<file path="src/rtl/packed_iq_sample_unpacker_assert.svh">
// Assertion macros for the packed I/Q sample unpacker.
// Each macro expects signals named clk and rst in the scope where it is used.
`ifndef PACKED_IQ_SAMPLE_UNPACKER_ASSERT_SVH
`define PACKED_IQ_SAMPLE_UNPACKER_ASSERT_SVH

// Same-cycle implication, checked outside reset.
`define PIQSU_ASSERT_NOW(label, ante, cons, msg) \
  label: assert property (@(posedge clk) disable iff (rst) (ante) |-> (cons)) \
    else $error(msg);

// Next-cycle implication, checked outside reset.
`define PIQSU_ASSERT_NEXT(label, ante, cons, msg) \
  label: assert property (@(posedge clk) disable iff (rst) (ante) |=> (cons)) \
    else $error(msg);

`endif

</file>
<file path="src/rtl/piqsu_pkg.sv">
// Shared widths and constants for the packed I/Q sample unpacker.
// No dependencies; used by the channel interfaces and the top level.
`default_nettype none

package piqsu_pkg;

  // Field widths of the input byte and of one decoded sample.
  localparam int BYTE_W    = 8;
  localparam int SAMPLE_W  = 10;
  localparam int CHAN_W    = 2;
  localparam int INDEX_W   = 16;
  localparam int CFG_W     = 16;

  // Only the low COUNT_BITS bits of the quad count register are used.
  localparam int COUNT_BITS = 16;
  localparam logic [CFG_W-1:0] COUNT_MASK = CFG_W'((1 << COUNT_BITS) - 1);

  // Block position counter width.
  localparam int POS_W = 17;

  // Byte position within a five-byte group of four samples.
  localparam logic [2:0] PHASE_HEAD = 3'd0;
  localparam logic [2:0] PHASE_S0   = 3'd1;
  localparam logic [2:0] PHASE_S1   = 3'd2;
  localparam logic [2:0] PHASE_S2   = 3'd3;
  localparam logic [2:0] PHASE_S3   = 3'd4;

  // Channel codes.
  localparam logic [CHAN_W-1:0] CHAN_I_EVEN = 2'd0;
  localparam logic [CHAN_W-1:0] CHAN_I_ODD  = 2'd1;
  localparam logic [CHAN_W-1:0] CHAN_Q_EVEN = 2'd2;
  localparam logic [CHAN_W-1:0] CHAN_Q_ODD  = 2'd3;

  // Quad count value after reset.
  localparam logic [CFG_W-1:0] NUM_QUADS_RESET = 16'd1;

endpackage

`default_nettype wire

</file>
<file path="src/rtl/piqsu_byte_if.sv">
// Valid/ready channel carrying one raw payload byte per transfer.
// Depends on piqsu_pkg for the byte width.
`default_nettype none

interface piqsu_byte_if;
  logic                              valid;
  logic                              ready;
  logic [piqsu_pkg::BYTE_W-1:0]      payload_byte;

  modport source (output valid, output payload_byte, input ready);
  modport sink   (input valid, input payload_byte, output ready);
endinterface

`default_nettype wire

</file>
<file path="src/rtl/piqsu_sample_if.sv">
// Valid/ready channel carrying one decoded sample per transfer.
// Depends on piqsu_pkg for the field widths.
`default_nettype none

interface piqsu_sample_if;
  logic                                 valid;
  logic                                 ready;
  logic signed [piqsu_pkg::SAMPLE_W-1:0] sample_value;
  logic        [piqsu_pkg::CHAN_W-1:0]   channel;
  logic        [piqsu_pkg::INDEX_W-1:0]  sample_index;
  logic                                  last_in_packet;

  modport source (output valid, output sample_value, output channel,
                  output sample_index, output last_in_packet, input ready);
  modport sink   (input valid, input sample_value, input channel,
                  input sample_index, input last_in_packet, output ready);
endinterface

`default_nettype wire

</file>
<file path="src/rtl/packed_iq_sample_unpacker.sv">
// Packed I/Q sample unpacker: ten-bit sign-magnitude samples from a byte stream.
// A sample is registered and appears on the output in the cycle after the byte that completes it.
// Throughput: one byte per cycle unless a held sample is stalled, set by the single
// output register, which is refilled in the same cycle that its sample transfers.
// Reset (rst, synchronous, active high) clears the position counters and the
// output valid, and sets the quad count to one. Uses piqsu_pkg and both interfaces.
`default_nettype none

`include "packed_iq_sample_unpacker_assert.svh"

module packed_iq_sample_unpacker (
  input  wire logic                              clk,
  input  wire logic                              rst,
  input  wire logic                              cfg_write_en,
  input  wire logic [piqsu_pkg::CFG_W-1:0]       cfg_write_data,
  piqsu_byte_if.sink                             byte_in,
  piqsu_sample_if.source                         sample_out
);

  // Configuration and packet position state.
  logic [piqsu_pkg::CFG_W-1:0]    num_quads;
  logic [piqsu_pkg::POS_W-1:0]    byte_in_block;
  logic [piqsu_pkg::INDEX_W-1:0]  samples_done;
  logic [piqsu_pkg::CHAN_W-1:0]   current_channel;
  logic [2:0]                     group_phase;
  logic [piqsu_pkg::BYTE_W-1:0]   held_byte;

  // Output register.
  logic                                  out_valid;
  logic signed [piqsu_pkg::SAMPLE_W-1:0] out_value;
  logic        [piqsu_pkg::CHAN_W-1:0]   out_channel;
  logic        [piqsu_pkg::INDEX_W-1:0]  out_index;
  logic                                  out_last;

  // Decode signals.
  logic                              in_ready;
  logic                              byte_xfer;
  logic [piqsu_pkg::CFG_W-1:0]       quad_count;
  logic [19:0]                       ten_n;
  logic [piqsu_pkg::POS_W-1:0]       block_last;
  logic                              block_end;
  logic [piqsu_pkg::SAMPLE_W-1:0]    raw;
  logic                              have_sample;
  logic                              emit;
  logic [8:0]                        magnitude;
  logic [piqsu_pkg::SAMPLE_W-1:0]    twos_value;
  logic                              is_last;
  logic [2:0]                        group_phase_next;

  // The output register takes a new sample when it is empty or being emptied.
  assign in_ready  = !out_valid || sample_out.ready;
  assign byte_xfer = byte_in.valid && in_ready;

  // Block length minus one is 2*floor(10*n/16)+1.
  assign quad_count = num_quads & piqsu_pkg::COUNT_MASK;
  assign ten_n      = ({4'd0, quad_count} << 3) + ({4'd0, quad_count} << 1);
  assign block_last = {ten_n[19:4], 1'b1};
  assign block_end  = byte_in_block >= block_last;

  // Assemble the ten bits that end in this byte.
  always_comb begin
    raw         = '0;
    have_sample = 1'b0;
    unique case (group_phase)
      piqsu_pkg::PHASE_S0: begin
        raw         = {held_byte, byte_in.payload_byte[7:6]};
        have_sample = 1'b1;
      end
      piqsu_pkg::PHASE_S1: begin
        raw         = {held_byte[5:0], byte_in.payload_byte[7:4]};
        have_sample = 1'b1;
      end
      piqsu_pkg::PHASE_S2: begin
        raw         = {held_byte[3:0], byte_in.payload_byte[7:2]};
        have_sample = 1'b1;
      end
      piqsu_pkg::PHASE_S3: begin
        raw         = {held_byte[1:0], byte_in.payload_byte};
        have_sample = 1'b1;
      end
      default: begin
        raw         = '0;
        have_sample = 1'b0;
      end
    endcase
  end

  // Sign-magnitude to two's complement; negative zero becomes zero.
  assign magnitude  = raw[8:0];
  assign twos_value = raw[9] ? (10'd0 - {1'b0, magnitude}) : {1'b0, magnitude};

  assign emit    = byte_xfer && have_sample && (samples_done < quad_count);
  assign is_last = (current_channel == piqsu_pkg::CHAN_Q_ODD) &&
                   (({1'b0, samples_done} + 17'd1) == {1'b0, quad_count});

  assign group_phase_next = (group_phase >= piqsu_pkg::PHASE_S3) ?
                            piqsu_pkg::PHASE_HEAD : group_phase + 3'd1;

  // Quad count register.
  always_ff @(posedge clk) begin
    if (rst) begin
      num_quads <= piqsu_pkg::NUM_QUADS_RESET;
    end else if (cfg_write_en) begin
      num_quads <= cfg_write_data;
    end
  end

  // Packet position tracking, advanced on every byte transfer.
  always_ff @(posedge clk) begin
    if (rst) begin
      byte_in_block   <= '0;
      samples_done    <= '0;
      current_channel <= piqsu_pkg::CHAN_I_EVEN;
      group_phase     <= piqsu_pkg::PHASE_HEAD;
      held_byte       <= '0;
    end else if (byte_xfer) begin
      held_byte <= byte_in.payload_byte;
      if (block_end) begin
        byte_in_block   <= '0;
        samples_done    <= '0;
        group_phase     <= piqsu_pkg::PHASE_HEAD;
        current_channel <= current_channel + 2'd1;
      end else begin
        byte_in_block <= byte_in_block + 17'd1;
        group_phase   <= group_phase_next;
        if (emit) begin
          samples_done <= samples_done + 16'd1;
        end
      end
    end
  end

  // Output valid flag.
  always_ff @(posedge clk) begin
    if (rst) begin
      out_valid <= 1'b0;
    end else if (in_ready) begin
      out_valid <= emit;
    end
  end

  // Output payload, loaded when a sample is completed.
  always_ff @(posedge clk) begin
    if (emit) begin
      out_value   <= twos_value;
      out_channel <= current_channel;
      out_index   <= samples_done;
      out_last    <= is_last;
    end
  end

  assign byte_in.ready            = in_ready;
  assign sample_out.valid         = out_valid;
  assign sample_out.sample_value  = out_value;
  assign sample_out.channel       = out_channel;
  assign sample_out.sample_index  = out_index;
  assign sample_out.last_in_packet = out_last;

  // A held sample must stall the byte input.
  `PIQSU_ASSERT_NOW(a_stall_blocks_input, out_valid && !sample_out.ready, !byte_in.ready,
    "byte input ready while a sample is stalled")

  // The end of a block restarts the sample count and group phase.
  `PIQSU_ASSERT_NEXT(a_block_restart, byte_xfer && block_end,
    samples_done == '0 && group_phase == piqsu_pkg::PHASE_HEAD && byte_in_block == '0,
    "block end did not restart the position counters")

  // Only the fourth channel can carry the packet end flag.
  `PIQSU_ASSERT_NOW(a_last_on_q_odd, out_valid && out_last,
    out_channel == piqsu_pkg::CHAN_Q_ODD, "last_in_packet on a channel other than Q-odd")

endmodule

`default_nettype wire

</file>
<file path="src/flat_wrapper.sv">
// flat-port wrapper written by rule: the top's interface ports become plain ports
module packed_iq_sample_unpacker_flat 
  (clk, rst, cfg_write_en, cfg_write_data, byte_in_valid, byte_in_payload_byte, byte_in_ready, sample_out_valid, sample_out_sample_value, sample_out_channel, sample_out_sample_index, sample_out_last_in_packet, sample_out_ready);
  piqsu_byte_if byte_in_i ();
  piqsu_sample_if sample_out_i ();
  input  wire logic clk;
  input  wire logic rst;
  input  wire logic cfg_write_en;
  input  wire logic [piqsu_pkg::CFG_W-1:0] cfg_write_data;
  input wire logic [$bits(byte_in_i.valid)-1:0] byte_in_valid;
  input wire logic [$bits(byte_in_i.payload_byte)-1:0] byte_in_payload_byte;
  output wire logic [$bits(byte_in_i.ready)-1:0] byte_in_ready;
  output wire logic [$bits(sample_out_i.valid)-1:0] sample_out_valid;
  output wire logic [$bits(sample_out_i.sample_value)-1:0] sample_out_sample_value;
  output wire logic [$bits(sample_out_i.channel)-1:0] sample_out_channel;
  output wire logic [$bits(sample_out_i.sample_index)-1:0] sample_out_sample_index;
  output wire logic [$bits(sample_out_i.last_in_packet)-1:0] sample_out_last_in_packet;
  input wire logic [$bits(sample_out_i.ready)-1:0] sample_out_ready;
  assign byte_in_i.valid = byte_in_valid;
  assign byte_in_i.payload_byte = byte_in_payload_byte;
  assign byte_in_ready = byte_in_i.ready;
  assign sample_out_valid = sample_out_i.valid;
  assign sample_out_sample_value = sample_out_i.sample_value;
  assign sample_out_channel = sample_out_i.channel;
  assign sample_out_sample_index = sample_out_i.sample_index;
  assign sample_out_last_in_packet = sample_out_i.last_in_packet;
  assign sample_out_i.ready = sample_out_ready;
  packed_iq_sample_unpacker u_core (.clk(clk), .rst(rst), .cfg_write_en(cfg_write_en), .cfg_write_data(cfg_write_data), .byte_in(byte_in_i), .sample_out(sample_out_i));
endmodule
</file>
<file path="config.mk">
export PLATFORM = sky130hd
export DESIGN_NAME = packed_iq_sample_unpacker_flat
export DESIGN_NICKNAME = d
export VERILOG_FILES = /design/src/rtl/piqsu_pkg.sv /design/src/rtl/piqsu_byte_if.sv /design/src/rtl/piqsu_sample_if.sv /design/src/rtl/packed_iq_sample_unpacker.sv /design/src/flat_wrapper.sv
export VERILOG_INCLUDE_DIRS = /design/src /design/src/rtl
export SDC_FILE = /design/constraint.sdc
export NUM_CORES = 1
export LEC_CHECK = 0
export ABC_CLOCK_PERIOD_IN_PS = 5000
export BUFFER_PORTS_ARGS = -buffer_cell sky130_fd_sc_hd__buf_2
export CORE_MARGIN = 5
export CORE_UTILIZATION = 59
export CTS_BUF_LIST = sky130_fd_sc_hd__clkbuf_8 sky130_fd_sc_hd__clkbuf_16
export CTS_CLUSTER_SIZE = 10
export DETAILED_ROUTE_END_ITERATION = 10
export GPL_TIMING_DRIVEN = 0
export PLACE_DENSITY = 0.8
export SLEW_MARGIN = 20
export SYNTH_ARGS = -nofsm -noshare
export SYNTH_HDL_FRONTEND = slang
export SYNTH_SLANG_ARGS = --single-unit
</file>
<file path="constraint.sdc">
create_clock -name clk -period 5 [get_ports clk]
set_input_delay 1 -clock clk [delete_from_list [all_inputs] [get_ports clk]]
set_output_delay 1 -clock clk [all_outputs]
set_load 0.01 [all_outputs]
</file>
==> impl_metrics.ini <==
[cells_and_area]
multi_input_area_sq_um = 3560
ff_latch_area_sq_um = 2130
drive_gt1_frac = 0.116
final_nets = 814
syn2layout_area_growth_pct = 11.1
finalNonFillerCells = 868
nFillCells = 855
final_core_util = 0.675
antenna_cells = 0

[sta]
clock.fmax_mhz = 222
skew_ps = 10.5
timing_hold_violations_final = 0
worst_pin_slew_ps = 835
setup_viol = 0
fin_setup_tns_ps = 0
min_period_ps = 4510
maxSlewViolCount = 0
fin_crit_sh = 0.903
timing.final.ws_setup_ps = 486
rsz0062_at_grt = no
holdWs_ps = 466
slew_headroom = 0.444

[grt]
antenna_found_initial = 0
grt_max_degree = 39
track_usage = 0.255
grt_overflow = 0
grt_pass1_wl_um = 24400
grt_pass1_vias = 5099

[clock_tree]
clock_path_buffers = 2
clock_sinks = 92
cts_inserted_buffers = 9
cts.root.buffer_cell = clkbuf_8
htreeDepth = 3
cts_hold_buf = 0
cts_tree = done
path_clk_slew_ps = 90
clk_latency_ps = 380

[critical_path]
critical_path.cell_chain = and2_1, fa_1, a21o_1, a31oi_1, o21bai_1, a21oi_1, o21ai_0, xnor2_1, ha_1, a21o_1, a221o_1, a221o_1, nor2_1, clkbuf_1, nand4_1, a21oi_1
r2r_cells = 16
crit_required_ps = 5310
crit_path_top_delay_cell = clkbuf_1
r2r-start = u_core.num_quads[2]
arrival_ps = 4820
cp_slowest_stage_delay_ps = 500
end_kind = flip-flop
ff2ff_setup_slack_ps = 490
rr_endpoint = u_core.group_phase[0]
cpLargestDelayFamily = compound AO/OA/AOI/OAI gates
cp_num_buf_inv = 1
start_kind = flip-flop
crit_type = reg -> reg
worst-path-max-fanout = 10

[drt]
vias = 5270
wirelength_um = 14800
via_per_inst = 6.07
drt_iter0_drc = 317
drc_errors = 0
routedWlPerCell_um = 17.0
first_pass_iters = 5
ant_nets = 0

[synthesis]
yosys-top-cells-count = nor2_1 (65), dfxtp_1 (63), ha_1 (54)
yosysMostFrequentCell = nor2_1
synth_nets = 745
synth_compound_area_frac = 0.176
synth-edff-count = 29
ys_ff_latch = 92
synth_top_family_by_area = simple AND/OR/NAND/NOR gates
synthArstFlopShare = 0
synthCells = 661
synth_top_area_cell = dfxtp_1
ys_types = 60
dominantRegCellSynth = dfxtp_1
synth_xor_area_frac = 0.0841
synth_top_area_frac = 0.212
syn-cell-area_sq_um = 5940
synth_area_leaders = dfxtp_1 (21%), edfxtp_1 (15%), ha_1 (11%)
seq_area_frac_synth = 0.359
synthAdderAreaFrac = 0.117
yosys.area_share.simple = 0.194
syn_area_per_cell_sq_um = 8.99
synthMuxAreaShare = 0.0270
yosys_warnings = 0

[die]
io_pins = 60
die-width_um = 110
die_h_um = 110
core_sq_um = 9770
dieArea_sq_um = 12200
start_util = 0.608
num_rows = 36

[power]
power_leakage_nw = 2.72
switching_share = 0.293
seq_power_share = 0.512
peakVddDrop_mv = 0.116
power_switching_uw = 475
power_density_nw_per_um2 = 246
intPower_mw = 1.15
power_frac_comb = 0.174
p_clk_frac = 0.314

[place]
dp_cells = 852
io_buffers = 58
place_ws_ps = 433
place.gp.congestion = 0.935
dp_hpwl_um = 11300

[hold_path]
whs_endpoint = u_core.held_byte[6]
min_path_type = reg -> reg
min_path_cells = 2
hp-start = u_core.held_byte[6]

[outcome]
status = finished, final reports clean

[job]
maxCapViolCount = 0
logic make-up after synthesis:
group,after synthesis
flops,92
xor+xnor,57
buf+inv,61
fa+ha+maj,55
simple gates,230
mux,16
compound gates,150
cell usage in the layout, fill, tap and decap left out, types with 24 or more instances in the layout:
master	n
nor2_1	65
dfxtp_1	63
buf_2	60
ha_1	54
nand2_1	49
a21oi_1	47
inv_1	30
xnor2_1	29
edfxtp_1	29
xor2_1	28
nand3_1	24
worst max-delay path by stage:
stage | cells past startpoint | slack, ps | end | start
after global placement | 17 | 550 | u_core.byte_in_block[9] | u_core.num_quads[2]
after floorplan | 17 | 1170 | u_core.samples_done[7] | u_core.num_quads[2]
after CTS | 17 | 390 | u_core.byte_in_block[8] | u_core.num_quads[2]
final | 16 | 490 | u_core.group_phase[0] | u_core.num_quads[2]
after global routing | 16 | 130 | u_core.samples_done[5] | u_core.num_quads[2]
after detailed placement | 17 | 430 | u_core.byte_in_block[8] | u_core.num_quads[2]
cell type report:
| class | instances | area share |
|---|---|---|
| buffer | 32 | 0.0224 |
| sequential | 92 | 0.323 |
| clock inverter | 7 | 0.0112 |
| multi-input combinational | 508 | 0.539 |
| tap | 133 | 0.0252 |
| clock buffer | 9 | 0.0188 |
| timing repair buffer | 58 | 0.0440 |
| inverter | 29 | 0.0165 |
layer usage:
layer	up-vias	track usage	part of all wire
met5	-	0	0
met4	0	0.102	0.022
met3	26	0.0355	0.065
met2	182	0.420	0.46
met1	2476	0.338	0.45
li1	2586	-	-
flip-flops by register name, summed over array words and instances, names as in the netlist:
signal / flops
u_core.sample_out.valid: 1
u_core.held_byte: 8
u_core.samples_done: 16
u_core.sample_out.sample_index: 16
u_core.num_quads: 16
u_core.byte_in_block: 17
u_core.sample_out.sample_value: 10
u_core.group_phase: 3
u_core.sample_out.channel: 2
u_core.sample_out.last_in_packet: 1
u_core.current_channel: 2
worst min-delay path: cells and delay by family (launching register included):
kind	cells	cell delay [ps]
and+or+nand+nor	1	50
DFF	1	320
AOI/OAI and AO/OA	1	50
power by group through the flow:
stage	combinational [mW]	sequential (mW)	clock (mW)
after global routing	0.314	0.834	0.546
after CTS	0.280	0.829	0.516
final	0.283	0.829	0.508
after global placement	0.269	0.845	0
after floorplan	0.192	0.846	0
after detailed placement	0.279	0.846	0
stage by stage:
stage	power, mW	area, sq um
floorplan	1.04	5940
global placement	1.11	6400
detailed placement	1.13	6400
CTS	1.63	6590
global route	1.69	6600
finish	1.62	6600
repair_timing:
item,CTS,global route
hold endpoints to repair,0,0
setup endpoints to repair,0,9
gates resized for setup,0,1
buffers inserted,0,0
(Power assumes the default switching activity.)
